[src/csrspmv_pkg.sv]
`timescale 1ns / 1ps
`default_nettype none
// ----------------------------------------------------------------------------
// csrspmv_pkg: shared types and constants of the CSR sparse matrix-vector unit
// Holds the request codes, the vector store geometry and the queue entry type
// that passes between the front and the back of the block.
// ----------------------------------------------------------------------------
package csrspmv_pkg;

  // Request codes carried in the input tuser field.
  localparam logic [1:0] CMD_LOAD    = 2'd0;
  localparam logic [1:0] CMD_NONZERO = 2'd1;
  localparam logic [1:0] CMD_END_ROW = 2'd2;

  // Field widths of the streams.
  localparam int IDX_W   = 10;
  localparam int VAL_W   = 32;
  localparam int ACC_W   = 48;
  localparam int PROD_W  = 2 * VAL_W;
  localparam int FRAC_W  = 16;
  localparam int S_DATA_W = 48;
  localparam int M_DATA_W = 32;

  // Vector store geometry.
  localparam int VEC_DEPTH = 1024;
  localparam int VEC_AW    = (VEC_DEPTH > 1) ? $clog2(VEC_DEPTH) : 1;

  // Queue between front and back.
  localparam int Q_DEPTH = 4;
  localparam int Q_AW    = $clog2(Q_DEPTH);
  localparam int Q_CW    = $clog2(Q_DEPTH + 1);

  // One classified request on its way to the multiply-accumulate back end.
  typedef struct packed {
    logic                    is_end;
    logic signed [VAL_W-1:0] value;
    logic signed [VAL_W-1:0] x;
  } spmv_item_t;

endpackage
`default_nettype wire

[src/csrspmv_back.sv]
`timescale 1ns / 1ps
`default_nettype none
// ----------------------------------------------------------------------------
// csrspmv_back: multiply, row accumulation and result output
// A product stage followed by a saturating 48-bit accumulator; a row end
// clamps the sum to 32 bits and loads the output register.
// ----------------------------------------------------------------------------
module csrspmv_back
  import csrspmv_pkg::*;
(
  input  wire logic                clk,
  input  wire logic                rst,
  input  wire spmv_item_t          pop_item,
  input  wire logic                empty,
  output logic                     pop,
  output logic                     m_tvalid,
  input  wire logic                m_tready,
  output logic [M_DATA_W-1:0]      m_tdata,
  output logic [0:0]               m_tuser
);

  logic                     mv;
  logic                     m_is_end;
  logic signed [PROD_W-1:0] prod;
  logic                     out_free;
  logic                     m_adv;
  logic                     emit;

  logic signed [ACC_W-1:0]  acc;
  logic                     ovf;
  logic [ACC_W-1:0]         prod_trunc;
  logic [ACC_W:0]           sum;
  logic                     sum_sat;
  logic [ACC_W-1:0]         acc_next;
  logic                     fits32;
  logic [M_DATA_W-1:0]      row_sum;

  // Flow control: the product stage drains unless a row end meets a full output.
  assign out_free = !m_tvalid || m_tready;
  assign m_adv    = mv && (!m_is_end || out_free);
  assign pop      = !empty && (!mv || m_adv);
  assign emit     = m_adv && m_is_end;

  // Product stage.
  always_ff @(posedge clk) begin
    if (rst) begin
      mv <= 1'b0;
    end else if (!mv || m_adv) begin
      mv <= !empty;
    end
    if (pop) begin
      m_is_end <= pop_item.is_end;
      prod     <= pop_item.value * pop_item.x;
    end
  end

  // Truncate Q32.32 to Q32.16 and add with saturation at 48 bits.
  assign prod_trunc = prod[PROD_W-1:FRAC_W];
  assign sum        = {acc[ACC_W-1], acc} + {prod_trunc[ACC_W-1], prod_trunc};
  assign sum_sat    = sum[ACC_W] != sum[ACC_W-1];
  always_comb begin
    if (!sum_sat) begin
      acc_next = sum[ACC_W-1:0];
    end else if (sum[ACC_W]) begin
      acc_next = {1'b1, {(ACC_W-1){1'b0}}};
    end else begin
      acc_next = {1'b0, {(ACC_W-1){1'b1}}};
    end
  end

  // Clamp the row sum to the 32-bit range.
  assign fits32  = (&acc[ACC_W-1:M_DATA_W-1]) || !(|acc[ACC_W-1:M_DATA_W-1]);
  assign row_sum = fits32 ? acc[M_DATA_W-1:0]
                 : (acc[ACC_W-1] ? {1'b1, {(M_DATA_W-1){1'b0}}}
                                 : {1'b0, {(M_DATA_W-1){1'b1}}});

  // Accumulator, overflow flag and output register.
  always_ff @(posedge clk) begin
    if (rst) begin
      acc      <= '0;
      ovf      <= 1'b0;
      m_tvalid <= 1'b0;
    end else begin
      if (emit) begin
        acc      <= '0;
        ovf      <= 1'b0;
        m_tvalid <= 1'b1;
      end else begin
        if (m_adv) begin
          acc <= acc_next;
          ovf <= ovf || sum_sat;
        end
        if (m_tready) begin
          m_tvalid <= 1'b0;
        end
      end
    end
    if (emit) begin
      m_tdata    <= row_sum;
      m_tuser[0] <= ovf || !fits32;
    end
  end

`ifndef SYNTHESIS
  a_row_clear: assert property (@(posedge clk) disable iff (rst)
    emit |=> acc == '0 && !ovf)
    else $error("accumulator not cleared after a row end");
  a_prod_hold: assert property (@(posedge clk) disable iff (rst)
    mv && !m_adv |=> mv && $stable(prod) && $stable(m_is_end))
    else $error("stalled product stage changed");
`endif

endmodule
`default_nettype wire
[config.mk]
export PLATFORM = sky130hd
export DESIGN_NAME = csrspmv_back
export DESIGN_NICKNAME = d
export VERILOG_FILES = /design/src/csrspmv_pkg.sv /design/src/csrspmv_back.sv
export SDC_FILE = /design/constraint.sdc
export NUM_CORES = 2
export LEC_CHECK = 0
export ABC_AREA = 1
export BUFFER_PORTS_ARGS = -buffer_cell sky130_fd_sc_hd__buf_4
export CORE_MARGIN = 5
export CORE_UTILIZATION = 45
export CTS_CLUSTER_SIZE = 20
export DETAILED_ROUTE_END_ITERATION = 7
export PLACE_DENSITY = 0.73
export SLEW_MARGIN = 25
export SYNTH_ARGS = -nofsm -noshare
export SYNTH_HDL_FRONTEND = slang
export SYNTH_SLANG_ARGS = --single-unit
[constraint.sdc]
create_clock -name clk -period 10.5 [get_ports clk]
set_input_delay 0.525 -clock clk [delete_from_list [all_inputs] [get_ports clk]]
set_output_delay 0.525 -clock clk [all_outputs]
set_load 0.02 [all_outputs]
==> Word-level counts from Yosys, hierarchy flattened <==
Index checks and enable logic that the tools add are counted.
{ "op_classes": {"order_cmp": 0, "n_reduce_logical": 19, "n_mul": 1, "n_mux": 6, "shifts": 0, "addsub": 1, "n_bitwise": 0, "div_mod_pow": 0, "eq_ne": 1} }
{ "ops": {"columns": ["cell", "count"], "rows": [
  ["48-bit two-way mux", 2],
  ["32-bit by 32-bit multiplier with 64-bit output", 1],
  ["32-bit two-way mux", 2],
  ["48-bit by 48-bit adder with 49-bit output", 1],
  ["17-bit AND reduction", 1],
  ["17-bit OR reduction", 1],
  ["1-bit logical NOT", 6],
  ["1-bit logical OR", 6],
  ["1-bit logical AND", 3],
  ["1-bit two-way mux", 2],
  ["2-bit nonzero test", 1],
  ["2-bit OR reduction", 1],
  ["1-bit inequality test", 1]
]} }
{ "totals": {"mem_bits_ro": 0, "latchBits": 0, "ff_bits": 149, "mem_count": 0, "word_cells": 36, "out_inout_bits": 35, "mem_bits_rw": 0, "inputBits": 69} }

==> Depth between registers and ports, before layout <==
{ "logic_depth": {"word_depth": 6, "mapped_depth": 31, "depth_no_buf": 30} }

==> Worst setup path after synthesis <==
Ideal clock, no wire load.
{ "synth_timing": {"kind": "input -> register", "from": "input port pop_item[63] (netlist name)", "to": "register prod[55], data pin", "arrival_ns": 7.364, "setup_time_ns": 0.260, "path_stages": 24, "path_buffers": 1, "slack_ns": 2.876, "t_required_ns": 10.240, "path_cell_list": "clkbuf_1 > nand2_1 > inv_1 > fa_1 > fa_1 > fa_1 > inv_1 > fa_1 > inv_1 > fa_1 > fa_1 > inv_1 > fa_1 > fa_1 > inv_1 > ha_1 > a21oi_1 > inv_1 > a31oi_1 > o21ai_0 > a21oi_1 > a21boi_0 > nand2_1 > xor2_1"} }
{ "synth_between": {"elab_chain_len": 1} }
{ "synth_rtl": {"columns": ["item", "line_no", "rtl"], "rows": [
  ["start, declared", "csrspmv_back.sv:13", "input wire spmv_item_t pop_item,"],
  ["32-bit by 32-bit multiplier with 64-bit output", "csrspmv_back.sv:53", "prod <= pop_item.value * pop_item.x;"],
  ["end signal, assigned", "csrspmv_back.sv:53", null],
  ["end, declared", "csrspmv_back.sv:24", "logic signed [PROD_W-1:0] prod;"]
]} }
No other way between the ends.
A chain may end at the register's enable or synchronous reset.

==> Final worst setup path <==
Same ends and word-level chain as after synthesis.

==> metrics.md <==
| Metric | Value |
|---|---|
| CTS tree | `done` |
| Hold_sp | `rst` |
| GPL Wtd Cong | `0.9981` |
| Arrival @ worst endpoint | `8.38 ns` |
| Clock-pin slew on the worst setup and hold paths | `0.06 ns` |
| WL/cell | `17.70 um` |
| CP peak stage delay | `0.97 ns` |
| Fin crit period | `8.207 ns` |
| Ys async rst share | `0%` |
| Starting density of the core | `45.46%` |
| Largest net degree at the start of global routing | `51` |
| Mapped Area | `45650 um^2` |
| DRT Pass-1 Iters | `6` |
| First-pass GRT wire length | `206000 um` |
| Most instantiated library cell after synthesis | `inv_1` |
| Clock sinks | `133` |
| CP Launch Type | `primary input` |
| Skew-Pair Late Insertion Delay | `0.43 ns` |
| Area growth syn-to-layout | `4.813%` |
| Max-cap viol count | `0` |
| Number of synthesized flops with an enable pin | `82` |
| CTS buffer count | `17` |
| Max Clock Skew | `0.01864 ns` |
| Die width | `328.5 um` |
| Layout cells sized above 1 | `3.054%` |
| Maximum net fanout on the critical path | `32` |
| Unique masters post-synth | `44` |
| Hpwl dp | `104800 um` |
| Port buffer count | `103` |
| Synth Instances | `5740` |
| Worst-path cell chain | `buf_4, nand2_1, inv_1, fa_1, fa_1, fa_1, inv_1, fa_1, inv_1, fa_1, fa_1, inv_1, fa_1, fa_1, inv_1, ha_1, a21oi_1, inv_1, a31oi_1, o21ai_0, a21oi_1, a21boi_0, nand2_1, xor2_1` |
| Hold path depth | `2` |
| Longest Clk Path Bufs | `2` |
| Storage cell area | `3483 um^2` |
| Fillers | `9667` |
| Initial antenna violation count | `4` |
| Most used cell along the critical path | `fa_1` |
| Core area | `100400 um^2` |
| Grt ovf | `0` |
| Synth top area share | `47.45%` |
| Die Y | `328.5 um` |
| Routed Antenna Nets | `0` |
| Fin nets | `7030` |
| H-tree levels | `4` |
| R2r setup slk | `6.80 ns` |
| Ranking of synthesized cells by area | `fa_1 (47%), inv_1 (14%), nand2_1 (12%)` |
| #FFs+latches synth | `133` |
| Sequential area share after synthesis | `7.630%` |
| # IOs | `104` |
| FP Rows | `116` |
| Worst path required time | `10.67 ns` |
| Routed vias/inst | `5.067` |
| R2r startpoint | `acc[0]` |
| Mapped Nets | `7119` |
| Post-CTS setup buffers | `0` |
| Final Setup Violations | `0` |
| Outcome | `completed` |
| Hold_ws | `0.2590 ns` |
| Routed via count | `35582` |
| Post-CTS sizing | `0` |
| Synthesis Warnings | `0` |
| Max-slew violations | `0` |
| Worst-margin pin slew | `0.9985 ns` |
| Post-synth top cells | `inv_1 (1693), nand2_1 (1498), fa_1 (1082), nor2_1 (245), ha_1 (228)` |
| GRT Resource Usage Total | `23.80%` |
| Cell depth of the worst flop-to-flop path | `17` |
| CTS Hold Bufs | `0` |
| Fin area | `47850 um^2` |
| Total die area | `107900 um^2` |
| Total negative slack | `0 ns` |
| Ys flop type | `edfxtp_1` |
| Multi-input gate area | `34940 um^2` |
| Achievable Freq | `0.1218 GHz` |
| Placed Area | `47300 um^2` |
| Fin crit share | `78.16%` |
| Syn avg cell area | `7.954 um^2` |
| Hold EP | `mv` |
| DR DRC count | `0` |
| DRT Wirelength | `124300 um` |
| Vias in the first global route | `39301` |
| Area leader, netlist | `fa_1` |
| FF-to-FF End | `acc[2]` |
| CTS root buf | `clkbuf_16` |
| Final Hold Fails | `0` |
| Hold crit path type | `primary input to register` |
| Slew Limit Headroom | `33.02%` |
| Crit. End Element | `register` |
| Cell family contributing the most delay on the critical path | `adder cells` |
| Critical-path top delay cell | `fa_1` |
| WS Path Type | `primary input to register` |
| DRT iter0 DRCs | `2651` |
| Worst Path Buf+Inv | `7` |
| RSZ-0062 raised after global routing | `no` |
cells by family after synthesis:
group	Yosys count	synth area share (%)
AO/OA/AOI/OAI	394	4.818
XOR/XNOR	89	1.707
AND/OR/NAND/NOR	1903	16.30
adder cells (fa/ha/maj)	1310	53.69
flip-flops	133	7.630
buffers and inverters	1911	15.85
cell usage in the layout, fill, tap and decap left out, drive strengths merged, types with 3 or more instances in the layout:
cell    count
dfxtp      51
xnor2      21
nor3       25
buf       110
inv      1700
a21oi     195
nor4       16
clkinv      6
clkbuf     18
edfxtp     82
fa       1082
ha        228
a21boi      9
nor2      247
o21ai     123
nand2    1501
nand3      76
a21o       19
o211ai      7
a31oi      13
o21bai     15
and2        3
nand4      24
or2         9
o21a        4
xor2       68
final cells by class:
cell class / instances / share of cell area (%)
inverters: 1693 / 13.28
clock buffers: 18 / 0.8969
diodes: 1 / 0.005230
repair buffers: 110 / 1.726
clock inverters: 14 / 0.2432
well taps: 1357 / 3.548
multi-input cells: 3696 / 73.02
flip-flops and latches: 133 / 7.280
worst max-delay path by stage:
stage,startpoint,endpoint,cells after the start
final,pop_item[63],prod[55],24
after detailed placement,pop_item[63],prod[55],24
after floorplan,pop_item[63],prod[55],24
after global placement,pop_item[63],prod[55],24
after global routing,pop_item[63],prod[55],24
after CTS,pop_item[63],prod[55],24
metrics by stage:
| step | util [%] | cells | setup WS (ns) |
|---|---|---|---|
| floorplan | - | 5740 | 2.876 |
| global placement | 47.10 | 6989 | 1.938 |
| detailed placement | 47.10 | 6989 | 1.855 |
| CTS | 47.64 | 7021 | 2.270 |
| global route | 47.64 | 7021 | 1.680 |
| finish | 47.64 | 7022 | 2.293 |
layer usage:
| metal | global-route usage [%] | vias up | share of wire, % |
|---|---|---|---|
| met5 | 0 | - | 0.038 |
| met4 | 6.831 | 8 | 3.2 |
| met3 | 3.435 | 287 | 7.2 |
| met2 | 40.42 | 1421 | 48 |
| met1 | 32.02 | 17731 | 42 |
| li1 | - | 16135 | - |
registers in the layout (all words and copies together), names as in the netlist:
name and flops:
m_tuser 1, ovf 1, acc 48, m_is_end 1, prod 48, m_tvalid 1, mv 1, m_tdata 32
Power is left out: the tool's default activity adds up to more than one toggle a clock period on the data nets, which glitch-free logic cannot reach.
