## config.mk

```make
export PLATFORM = sky130hd
export DESIGN_NAME = csrspmv_fifo
export DESIGN_NICKNAME = d
export VERILOG_FILES = /design/src/csrspmv_pkg.sv /design/src/csrspmv_fifo.sv
export SDC_FILE = /design/constraint.sdc
export NUM_CORES = 1
export LEC_CHECK = 0
export BUFFER_PORTS_ARGS = -buffer_cell sky130_fd_sc_hd__buf_2
export CAP_MARGIN = 25
export CORE_MARGIN = 2
export CORE_UTILIZATION = 61
export CTS_CLUSTER_SIZE = 12
export DETAILED_ROUTE_END_ITERATION = 10
export GPL_TIMING_DRIVEN = 0
export PLACE_DENSITY_LB_ADDON = 0.15
export SYNTH_ARGS = -nofsm -noshare
export SYNTH_HDL_FRONTEND = slang
export SYNTH_SLANG_ARGS = --single-unit
```

## constraint.sdc

```tcl
create_clock -name clk -period 4.7 [get_ports clk]
set_clock_uncertainty 0.1 [all_clocks]
set_input_delay 0.235 -clock clk [delete_from_list [all_inputs] [get_ports clk]]
set_output_delay 0.235 -clock clk [all_outputs]
set_load 0.1 [all_outputs]
```

## src/csrspmv_pkg.sv

```systemverilog
`timescale 1ns / 1ps
`default_nettype none
// ----------------------------------------------------------------------------
// csrspmv_pkg: shared types and constants of the CSR sparse matrix-vector unit
// Holds the request codes, the vector store geometry and the queue entry type
// that passes between the front and the back of the block.
// ----------------------------------------------------------------------------
package csrspmv_pkg;

  // Request codes carried in the input tuser field.
  localparam logic [1:0] CMD_LOAD    = 2'd0;
  localparam logic [1:0] CMD_NONZERO = 2'd1;
  localparam logic [1:0] CMD_END_ROW = 2'd2;

  // Field widths of the streams.
  localparam int IDX_W   = 10;
  localparam int VAL_W   = 32;
  localparam int ACC_W   = 48;
  localparam int PROD_W  = 2 * VAL_W;
  localparam int FRAC_W  = 16;
  localparam int S_DATA_W = 48;
  localparam int M_DATA_W = 32;

  // Vector store geometry.
  localparam int VEC_DEPTH = 1024;
  localparam int VEC_AW    = (VEC_DEPTH > 1) ? $clog2(VEC_DEPTH) : 1;

  // Queue between front and back.
  localparam int Q_DEPTH = 4;
  localparam int Q_AW    = $clog2(Q_DEPTH);
  localparam int Q_CW    = $clog2(Q_DEPTH + 1);

  // One classified request on its way to the multiply-accumulate back end.
  typedef struct packed {
    logic                    is_end;
    logic signed [VAL_W-1:0] value;
    logic signed [VAL_W-1:0] x;
  } spmv_item_t;

endpackage
`default_nettype wire

```

## src/csrspmv_fifo.sv

```systemverilog
`timescale 1ns / 1ps
`default_nettype none
// ----------------------------------------------------------------------------
// csrspmv_fifo: short request queue between front and back
// A small circular buffer of classified requests with a fill count.
// ----------------------------------------------------------------------------
module csrspmv_fifo
  import csrspmv_pkg::*;
(
  input  wire logic       clk,
  input  wire logic       rst,
  input  wire logic       push,
  input  wire spmv_item_t push_item,
  output logic            full,
  input  wire logic       pop,
  output spmv_item_t      pop_item,
  output logic            empty
);

  spmv_item_t      entries [Q_DEPTH];
  logic [Q_AW-1:0] wr_ptr;
  logic [Q_AW-1:0] rd_ptr;
  logic [Q_CW-1:0] count;

  assign full     = count == Q_CW'(Q_DEPTH);
  assign empty    = count == '0;
  assign pop_item = entries[rd_ptr];

  // Pointers and fill count.
  always_ff @(posedge clk) begin
    if (rst) begin
      wr_ptr <= '0;
      rd_ptr <= '0;
      count  <= '0;
    end else begin
      if (push) begin
        wr_ptr <= (wr_ptr == Q_AW'(Q_DEPTH - 1)) ? '0 : wr_ptr + 1'b1;
      end
      if (pop) begin
        rd_ptr <= (rd_ptr == Q_AW'(Q_DEPTH - 1)) ? '0 : rd_ptr + 1'b1;
      end
      if (push && !pop) begin
        count <= count + 1'b1;
      end else if (pop && !push) begin
        count <= count - 1'b1;
      end
    end
  end

  // Entry storage.
  always_ff @(posedge clk) begin
    if (push) begin
      entries[wr_ptr] <= push_item;
    end
  end

`ifndef SYNTHESIS
  a_no_overrun: assert property (@(posedge clk) disable iff (rst)
    !(push && full) && !(pop && empty))
    else $error("queue pushed while full or popped while empty");
  a_count_up: assert property (@(posedge clk) disable iff (rst)
    push && !pop |=> count == $past(count) + 1'b1)
    else $error("queue count did not follow a lone push");
`endif

endmodule
`default_nettype wire

```

# ---- After elaboration in Yosys (flattened, before gate mapping)
# Memories as Yosys holds them, arrays and structs flattened. A register that Yosys moved wholly into a read port is not among the register bits.
# Index checks and enable logic that the tools add are counted.
dict set report totals {
  reg_bits 7
  mem_bits_rw 260
  in_bits 69
  out_inout_bits 67
  mem_count 1
}
# name depth word_bits read_ports rd_ports_with_merged_regs wr line
set mem_list {}
lappend mem_list {entries 4 65 1 1 1 csrspmv_fifo.sv:20} ;# spmv_item_t entries [Q_DEPTH];
dict set report op_classes {
  add_sub_neg 4
  eq_ne 3
  muxes 8
  reduce_logical 6
}
# operator n
set ops {}
lappend ops {{$mux W2} 4}
lappend ops {{$mux W3} 2}
lappend ops {{$add A2 B1 Y2 const B} 2}
lappend ops {{$eq A2 B2 Y1 const B} 2}
lappend ops {{$add A3 B1 Y3 const B} 1}
lappend ops {{$eq A3 B3 Y1 const B} 1}
lappend ops {{$logic_not A3 Y1} 1}
lappend ops {{$sub A3 B1 Y3 const B} 1}
lappend ops {{$logic_and A1 B1 Y1} 2}
lappend ops {{$logic_not A1 Y1} 2}
lappend ops {{$mux W1} 2}
lappend ops {{$reduce_bool A2 Y1} 1}

# ---- Longest topological paths before layout
# Gate-level depths: netlist (run 1).
dict set report depth {
  word_depth 4
  depth_mapped 7
  mapped_depth_nobuf 7
}

# ---- Worst setup path before layout (run 1)
# OpenSTA, ideal clock, no wires.
dict set report synth_path {
  path_kind {reg-to-output}
  startpoint {reg count[1]}
  endpoint {out full}
  arrival_ns 2.552
  required_ns 4.365
  setup_slack_ns 1.813
  path_stages_with_launch 2
  path_buffers 0
  cell_sequence {dfxtp_1 -> nor3b_1}
}
dict set report synth_between {
  elab_chain_len 1
}
# item line
set synth_lines {}
lappend synth_lines {{start, declared} csrspmv_fifo.sv:23} ;# logic [Q_CW-1:0] count;
lappend synth_lines {{start signal, assigned} csrspmv_fifo.sv:43} ;# count <= count + 1'b1;
lappend synth_lines {{start signal, assigned} csrspmv_fifo.sv:45} ;# count <= count - 1'b1;
lappend synth_lines {{$eq A3 B3 Y1} csrspmv_fifo.sv:25} ;# assign full = count == Q_CW'(Q_DEPTH);
lappend synth_lines {{end, declared} csrspmv_fifo.sv:14} ;# output logic full,
# Every way passes these cells.

==> flow_metrics.py, run 1 <==
metrics = {
    "floorplanning": {
        "num_rows": 46,
        "fp.coreArea_um2": 15800,
        "initial_core_util_pct": 62.3,
        "ios": 136,
        "die-area_um2": 17200,
        "die_w_um": 131,
        "die_h_um": 131,
    },
    "synthesis": {
        "yosysWarnings": 0,
        "synth_simple_gate_area_share_pct": 0.786,
        "synth_edf_count": 260,
        "ys_seq_area_share_pct": 81.0,
        "async_flop_share_pct": 0,
        "synth_mux_area_share_pct": 15.2,
        "synth_top_area_share_pct": 79.1,
        "syn-num-nets": 459,
        "ys_ff_latch": 269,
        "synth_top_cell_by_area": "edfxtp_1",
        "synth.cell_area_um2": 9860,
        "synth-compound-area-share_pct": 0.152,
        "synthAdderAreaFrac_pct": 0.964,
        "synth_top_family_by_area": "multiplexers",
        "synthTopCellsByArea": "edfxtp_1, mux4_2, dfxtp_1",
        "yosysMostFrequentCell": "edfxtp_1",
        "ys_types": 20,
        "avgSynthCellArea_um2": 25.8,
        "synthXorXnorAreaFrac_pct": 0.178,
        "synth_common_cells": "edfxtp_1, mux4_2, dfxtp_1",
        "ys.flop_type": "edfxtp_1",
        "synthCells": 383,
    },
    "power": {
        "worst_ir_drop_vdd_uv": 386,
        "fin_total_pwr_w": 0.00570,
        "p_switching_w": 0.00162,
        "p_clk_share_pct": 32.8,
        "p_comb_share_pct": 18.5,
        "p_sw_share_pct": 28.4,
        "p_seq_share_pct": 48.7,
        "leakagePower_nw": 4.28,
        "cellPowerDensity_nw_per_um2": 460,
        "p_int_w": 0.00408,
    },
    "detailed_routing": {
        "first_iter_violations": 293,
        "wirelength_mm": 17.4,
        "firstDrtPassIters": 5,
        "viasPerCell": 5.52,
        "post_drt_wl_per_cell_um": 20.3,
        "vias": 4705,
        "ant_nets": 0,
        "drcViolationCount": 0,
    },
    "worst_setup_path": {
        "critPathCaptureType": "primary output",
        "reg2reg_slack_ps": 2970,
        "cp.required_ps": 4370,
        "path_class": "reg -> out",
        "cp_slowest_cell": "mux4_2",
        "cpPeakStageDelay_ps": 530,
        "critPathLaunchType": "flip-flop",
        "cp_data_arrival_time_ps": 2150,
        "path_max_fanout": 10,
        "worstPathCellList": "buf_6 > buf_12 > mux4_2 > buf_2",
    },
    "placed_design": {
        "gp_congestion": 0.696,
        "port_buffers": 135,
        "dp_hpwl_mm": 10.0,
        "dpl_cell_area_um2": 10900,
        "dp.cells": 738,
        "pre_cts_ws_ps": 2760,
    },
    "sta": {
        "min_period_ps": 2480,
        "final.setup.tns_ps": 0,
        "drv_slew": 0,
        "fmax_mhz": 403,
        "rsz0062_at_grt": "false",
        "tightest_slew_ps": 651,
        "timing.final.ws_setup_ps": 2220,
        "hold_viol_final": 0,
        "setup-violations-final": 0,
        "finalCritPeriodShare_pct": 52.8,
        "max_slew_margin_pct": 56.6,
    },
    "cells_and_area": {
        "fill_cells": 842,
        "stdcell_count": 853,
        "drive_gt1_share_pct": 39.4,
        "nNetsFinal": 696,
        "finish.instance_area_um2": 12400,
        "register_area_um2": 7990,
        "diodes": 0,
        "multi_input_comb_area_um2": 1720,
        "area_growth_pct": 25.5,
    },
    "flow_run": {
        "drv_cap": 0,
    },
    "clock_tree": {
        "htree_levels": 1,
        "worstSkewPairLatency_ps": 520,
        "cts_setup_buffers": 0,
        "clockBufferDepth": 3,
        "cts-root-buf": "clkbuf_16",
        "clkSinkCount": 269,
        "cts_tree": "done",
        "numCtsBuffers": 27,
        "cts.clk_slew.worst_paths_ps": 60,
    },
    "global_routing": {
        "grt_usage_pct": 21.0,
        "antenna_found_initial": 0,
        "grt_overflow": 0,
        "first_global_vias": 5013,
        "grt_pass1_wl_mm": 27.8,
        "grt_max_degree": 52,
    },
    "status": {
        "status": "complete, no violations",
    },
    "min_path": {
        "min_path_type": "in -> reg",
    },
}
## per-stage QoR
stage	hold WS, ps	utilization [%]
finish	358	78.2
global route	345	78.2
CTS	332	78.2
detailed placement	351	69.1
global placement	343	68.3
floorplan	204	-
## worst paths after layout
path	cells after the start	start	endpoint
worst min-delay path	2	push_item[25]	entries[2][25]$_DFFE_PP_
worst min register to register	2	count[2]$_SDFFE_PP0P_	count[2]$_SDFFE_PP0P_
worst max register to register	3	wr_ptr[0]$_SDFFE_PP0P_	entries[3][51]$_DFFE_PP_
worst max-delay path	4	flip-flop	pop_item[36]
## cells in the final DEF (no fill, tap or decap)
master,count
a21oi_1,2
and2_4,4
buf_12,5
buf_16,4
buf_2,141
buf_4,1
buf_6,1
clkbuf_1,15
clkbuf_16,27
clkbuf_8,1
clkinv_1,2
clkinv_2,1
dfxtp_1,9
dlygate4sd3_1,69
edfxtp_1,260
fa_1,1
ha_1,6
inv_1,4
inv_6,1
mux2i_1,4
mux4_2,65
nor2_1,7
nor3_1,1
nor3b_1,2
o21ai_0,1
or3_1,1
xor2_1,2
## cells by family (layout without fill, tap and decap cells)
family                   count (synthesis)  in the layout
AO/OA/AOI/OAI                            3              3
adder cells (fa/ha/maj)                  7              7
multiplexers                            69             69
XOR/XNOR                                 2              2
AND/OR/NAND/NOR                         15             15
buffers and inverters                   18            272
flip-flops                             269            269
## worst max-delay path: cells and delay by family, from the launching register on
family | cells | cell delay [ps]
buf+inv | 3 | 750
flops | 1 | 350
mux | 1 | 530
## power groups by stage
stage               sequential [W]  clock [W]  combinational, W
floorplan                  0.00282          0          0.000825
detailed placement         0.00283          0           0.00101
CTS                        0.00278    0.00192           0.00106
global route               0.00278    0.00202           0.00109
global placement           0.00283          0          0.000985
finish                     0.00278    0.00187           0.00105
## routing by layer
layer	global-route usage [%]	up-vias	share of wire (%)
li1	-	2119	-
met2	35.5	157	52
met5	0	-	0
met1	28.5	2399	40
met4	6.04	0	2.0
met3	4.28	30	6.3
## state kept, by name (all words and copies together) (netlist names), named ones only
name     count
entries    260
count        3
wr_ptr       2
rd_ptr       2
## timing repair
item | in CTS | in global routing
endpoints found under the hold margin | 269 | 0
hold buffers | 69 | 0
gates resized for setup | 0 | 0
## cell type report
type / count / area share, %
flip-flops and latches: 269 / 64.5
multi-input cells: 96 / 13.9
repair buffers: 208 / 11.9
clock buffers: 42 / 5.99
well taps: 216 / 2.18
plain buffers: 14 / 1.23
clock inverters: 4 / 0.172
inverters: 4 / 0.121
Note: power is estimated with default switching activity, not from simulation.
==> run 2: changes to the inputs <==
--- a/config.mk
+++ b/config.mk
@@ -8,7 +8,7 @@
 export BUFFER_PORTS_ARGS = -buffer_cell sky130_fd_sc_hd__buf_2
 export CAP_MARGIN = 25
 export CORE_MARGIN = 2
-export CORE_UTILIZATION = 61
+export CORE_UTILIZATION = 51
 export CTS_CLUSTER_SIZE = 12
 export DETAILED_ROUTE_END_ITERATION = 10
 export GPL_TIMING_DRIVEN = 0
==> constraint.sdc (replaced) <==
create_clock -name clk -period 2.2 [get_ports clk]
set_clock_uncertainty 0.1 [all_clocks]
set_input_delay 0.11 -clock clk [delete_from_list [all_inputs] [get_ports clk]]
set_output_delay 0.11 -clock clk [all_outputs]
set_load 0.1 [all_outputs]
==> flow_metrics.py, run 2 (synthesis gave the netlist of run 1 again) <==
metrics = {
    "clock_tree": {
        "cts-root-buf": "clkbuf_16",
        "worstSkewPairLatency_ps": 500,
        "cts_tree": "done",
        "clkSinkCount": 269,
        "clockBufferDepth": 3,
        "cts.clk_slew.worst_paths_ps": 60,
        "htree_levels": 1,
        "numCtsBuffers": 27,
        "cts_setup_buffers": 0,
    },
    "worst_setup_path": {
        "critPathMostFrequentCell": "buf_12",
        "cp.required_ps": 1990,
        "crit_buf_inv": 3,
        "cp_data_arrival_time_ps": 1940,
        "worstPathCellList": "buf_12 > buf_12 > mux4_2 > buf_6",
        "path_max_fanout": 10,
        "path_class": "reg -> out",
        "cp_slowest_cell": "mux4_2",
        "cpPeakStageDelay_ps": 540,
        "critPathLaunchType": "flip-flop",
        "cp_top_family": "multiplexers",
        "critPathCaptureType": "primary output",
    },
    "global_routing": {
        "grt_max_degree": 40,
        "grt_pass1_wl_mm": 27.3,
        "grt_usage_pct": 17.7,
        "first_global_vias": 5136,
        "antenna_found_initial": 0,
        "grt_overflow": 0,
    },
    "power": {
        "fin_total_pwr_w": 0.0123,
        "p_int_w": 0.00886,
        "worst_ir_drop_vdd_uv": 717,
        "p_clk_share_pct": 32.0,
        "p_seq_share_pct": 48.0,
        "cellPowerDensity_nw_per_um2": 963,
        "p_switching_w": 0.00348,
        "p_comb_share_pct": 20.0,
        "leakagePower_nw": 4.41,
        "p_sw_share_pct": 28.2,
    },
    "detailed_routing": {
        "vias": 4706,
        "first_iter_violations": 218,
        "wirelength_mm": 17.6,
        "wl_met3_um": 907,
        "firstDrtPassIters": 5,
        "ant_nets": 0,
        "post_drt_wl_per_cell_um": 19.7,
        "drcViolationCount": 0,
        "wl_met1_mm": 7.24,
        "top_layer": "met4",
        "viasPerCell": 5.27,
        "met2_length_mm": 9.07,
    },
    "cells_and_area": {
        "stdcell_count": 893,
        "nNetsFinal": 696,
        "top_register": "entries",
        "largest_reg_flops": 260,
        "layout_common_cells": "edfxtp_1, buf_2, dlygate4sd3_1",
        "area_growth_pct": 29.9,
        "final_util_pct": 68.0,
        "largestRegisters": "entries (260), count (3)",
        "diodes": 0,
        "layout_commonest_cell": "edfxtp_1",
        "drive_gt1_share_pct": 40.4,
    },
    "floorplanning": {
        "initial_core_util_pct": 52.4,
        "fp.coreArea_um2": 18800,
        "ios": 136,
        "num_rows": 50,
        "die-area_um2": 20500,
        "die_w_um": 143,
        "die_h_um": 143,
    },
    "sta": {
        "fmax_mhz": 465,
        "whs_ps": 246,
        "min_period_ps": 2150,
        "tightest_slew_ps": 562,
        "finalCritPeriodShare_pct": 97.7,
        "max_slew_margin_pct": 62.5,
        "drv_slew": 0,
        "hold_viol_final": 0,
        "setup-violations-final": 0,
        "final.setup.tns_ps": 0,
        "rsz0062_at_grt": "true",
    },
    "placed_design": {
        "dp_hpwl_mm": 10.1,
        "dp.cells": 782,
        "port_buffers": 135,
        "gp_congestion": 0.683,
    },
    "status": {
        "status": "complete, no violations",
    },
    "min_path": {
        "min_path_type": "in -> reg",
    },
    "flow_run": {
        "drv_cap": 0,
    },
}
-- run 2: changes by cell type in the layout (fill, tap and decap cells not counted), sizes merged --
cell	change
buf	-1
bufbuf	+1
dlygate4sd3	-1
clkbuf	-4
inv	-1
clkinv	+2
-- run 2: cell type report --
cell class,count,area (um2)
inverter,4,15.0
clock buffer,37,723
sequential,269,7990
clock inverter,5,21.3
buffer,14,178
multi-input combinational,96,1730
fill,1198,6020
timing repair buffer,208,1830
tap,260,325
-- run 2: timing repair --
action	in CTS	in global routing
hold buffers	68	0
resized for setup	102	26
hold endpoints to repair	269	0
cloned	1	0
endpoints found under the setup margin	60	64
-- run 2: layer usage --
metal / GRT usage, % / up-vias
met4: 5.32 / 0
met3: 3.62 / 33
met2: 30.0 / 124
met5: 0 / -
li1: - / 2110
met1: 23.2 / 2439
-- run 2: power by group through the flow --
stage | Sequential, W | Combinational [W] | Clock, W
finish | 0.00593 | 0.00247 | 0.00394
global placement | 0.00603 | 0.00212 | 0
floorplan | 0.00602 | 0.00177 | 0
global route | 0.00595 | 0.00256 | 0.00426
CTS | 0.00593 | 0.00245 | 0.00404
detailed placement | 0.00604 | 0.00217 | 0
-- run 2: worst paths after layout --
kind	from	to	slack [ps]	cells past startpoint
max reg2reg	wr_ptr[0]$_SDFFE_PP0P_	entries[3][63]$_DFFE_PP_	300	3
max	flip-flop	pop_item[17]	50	4
min reg2reg	rd_ptr[0]$_SDFFE_PP0P_	flip-flop	450	2
min	push_item[49]	entries[1][49]$_DFFE_PP_	250	2
-- run 2: worst reg2reg max path, delay by kind of cell, from the launching register on --
kind,cells,cell delay (ps)
buffers and inverters,1,320
flip-flops,1,410
AND/OR/NAND/NOR,1,520
adder cells (fa/ha/maj),1,220
-- run 2: stage by stage --
stage               setup slack [ps]  instance area [um2]
floorplan                        298                 9880
global placement                -367                10900
detailed placement               283                11000
CTS                            0.481                12700
global route                   -16.2                12800
finish                          50.4                12800
==> run 3: changes to the inputs <==
--- a/config.mk
+++ b/config.mk
@@ -8,7 +8,8 @@
 export BUFFER_PORTS_ARGS = -buffer_cell sky130_fd_sc_hd__buf_2
 export CAP_MARGIN = 25
 export CORE_MARGIN = 2
-export CORE_UTILIZATION = 51
+export CORE_UTILIZATION = 53
+export CTS_BUF_LIST = sky130_fd_sc_hd__clkbuf_4 sky130_fd_sc_hd__clkbuf_8
 export CTS_CLUSTER_SIZE = 12
 export DETAILED_ROUTE_END_ITERATION = 10
 export GPL_TIMING_DRIVEN = 0
==> flow_metrics.py, run 3 (synthesis gave the netlist of run 1 again) <==
metrics = {
    "placed_design": {
        "dp.cells": 751,
        "dp_hpwl_mm": 10.4,
        "port_buffers": 135,
        "gp_congestion": 0.704,
        "pre_cts_ws_ps": 339,
    },
    "clock_tree": {
        "clockBufferDepth": 3,
        "cts_tree": "done",
        "clkSinkCount": 269,
        "cts.clk_slew.worst_paths_ps": 60,
        "htree_levels": 2,
        "cts-root-buf": "clkbuf_8",
        "worstSkewPairLatency_ps": 520,
        "numCtsBuffers": 42,
    },
    "detailed_routing": {
        "ant_nets": 0,
        "wirelength_mm": 18.1,
        "firstDrtPassIters": 6,
        "post_drt_wl_per_cell_um": 20.1,
        "viasPerCell": 5.36,
        "drcViolationCount": 0,
        "vias": 4818,
        "first_iter_violations": 254,
    },
    "cells_and_area": {
        "largest_reg_flops": 260,
        "nNetsFinal": 712,
        "drive_gt1_share_pct": 43.2,
        "largestRegisters": "entries (260), count (3)",
        "layout_common_cells": "edfxtp_1, buf_2, dlygate4sd3_1",
        "layout_commonest_cell": "edfxtp_1",
        "area_growth_pct": 30.7,
        "top_register": "entries",
        "stdcell_count": 899,
    },
    "global_routing": {
        "grt_pass1_wl_mm": 28.6,
        "grt_overflow": 0,
        "first_global_vias": 5417,
        "antenna_found_initial": 1,
        "grt_max_degree": 38,
        "grt_usage_pct": 19.2,
    },
    "floorplanning": {
        "ios": 136,
        "initial_core_util_pct": 54.5,
        "die_w_um": 140,
        "die-area_um2": 19700,
        "num_rows": 49,
        "fp.coreArea_um2": 18100,
        "die_h_um": 140,
    },
    "worst_setup_path": {
        "path_max_fanout": 10,
        "critPathCaptureType": "primary output",
        "critPathLaunchType": "flip-flop",
        "cp.required_ps": 1990,
        "cp_data_arrival_time_ps": 1970,
        "path_class": "reg -> out",
    },
    "power": {
        "p_switching_w": 0.00360,
        "p_sw_share_pct": 29.1,
        "fin_total_pwr_w": 0.0123,
        "p_clk_share_pct": 31.7,
        "worst_ir_drop_vdd_uv": 794,
        "p_int_w": 0.00875,
        "p_seq_share_pct": 48.0,
        "leakagePower_nw": 4.49,
        "p_comb_share_pct": 20.3,
        "cellPowerDensity_nw_per_um2": 958,
    },
    "sta": {
        "fmax_mhz": 459,
        "hold_viol_final": 0,
        "rsz0062_at_grt": "true",
        "final.setup.tns_ps": 0,
        "finalCritPeriodShare_pct": 99.0,
        "whs_ps": 240,
        "tightest_slew_ps": 532,
        "max_slew_margin_pct": 64.6,
        "min_period_ps": 2180,
        "timing.final.ws_setup_ps": 21.5,
        "setup-violations-final": 0,
        "drv_slew": 0,
    },
    "min_path": {
        "min_path_type": "in -> reg",
    },
    "status": {
        "status": "complete, no violations",
    },
    "flow_run": {
        "drv_cap": 0,
    },
}
[run 3: cell types whose count changed in the layout (fill, tap and decap cells not counted), moves of 5 or more]
cell,before,now
clkbuf_4,1,17
buf_8,1,6
clkbuf_16,27,0
buf_4,20,13
clkbuf_1,9,0
clkbuf_8,1,45
clkinv_1,3,14
[run 3: path summary, 6_finish.rpt]
check / startpoint / to / slack (ps) / cells past startpoint
hold / removal: push_item[37] / entries[0][37]$_DFFE_PP_ / 240 / 2
hold reg to reg: rd_ptr[1]$_SDFFE_PP0P_ / rd_ptr[1]$_SDFFE_PP0P_ / 440 / 2
setup reg to reg: wr_ptr[0]$_SDFFE_PP0P_ / entries[2][1]$_DFFE_PP_ / 340 / 4
setup / recovery: flip-flop / pop_item[40] / 20 / 4
[run 3: metrics by stage]
step           instance area, um2  util (%)
6_report                    12900      71.3
3_5_place_dp                10900      60.5
5_1_grt                     12900      71.3
3_3_place_gp                10800      59.9
4_1_cts                     12800      71.0
2_1_floorplan                9880         -
[run 3: area by class of cell]
cell class / count / area [um2]
repair buffers: 209 / 1890
inverters: 4 / 15.0
flip-flops and latches: 269 / 7990
plain buffers: 14 / 181
clock inverters: 18 / 75.1
fillers: 1082 / 5190
clock buffers: 59 / 724
diodes: 1 / 2.50
well taps: 229 / 287
multi-input cells: 96 / 1730
[run 3: power groups by stage]
stage	clock network, W	registers [W]	logic [W]
after detailed placement	0	0.00604	0.00217
final	0.00391	0.00593	0.00250
after global routing	0.00427	0.00595	0.00259
after global placement	0	0.00603	0.00212
after CTS	0.00402	0.00593	0.00249
after floorplan	0	0.00602	0.00177
[run 3: critical path, cell delays in order (launching register included)]
cell and delay, ps:
dfxtp_4 380, buf_12 160, buf_12 160, mux4_2 550
buf_8 200
[run 3: timing repair]
action                                  CTS  global route
setup buffers                             0             0
hold buffers                             69             0
endpoints found under the setup margin   61            58
hold endpoints to repair                269             0
gates resized for setup                 121            17
gates cloned                              1             0
[run 3: layer usage]
layer	wire (um)	share of wire, %	global-route usage [%]	vias up
met5	0	0	0	-
met4	454	2.5	6.59	0
met3	1170	6.5	5.57	40
met2	9170	51	31.9	166
met1	7270	40	24.5	2457
li1	-	-	-	2155
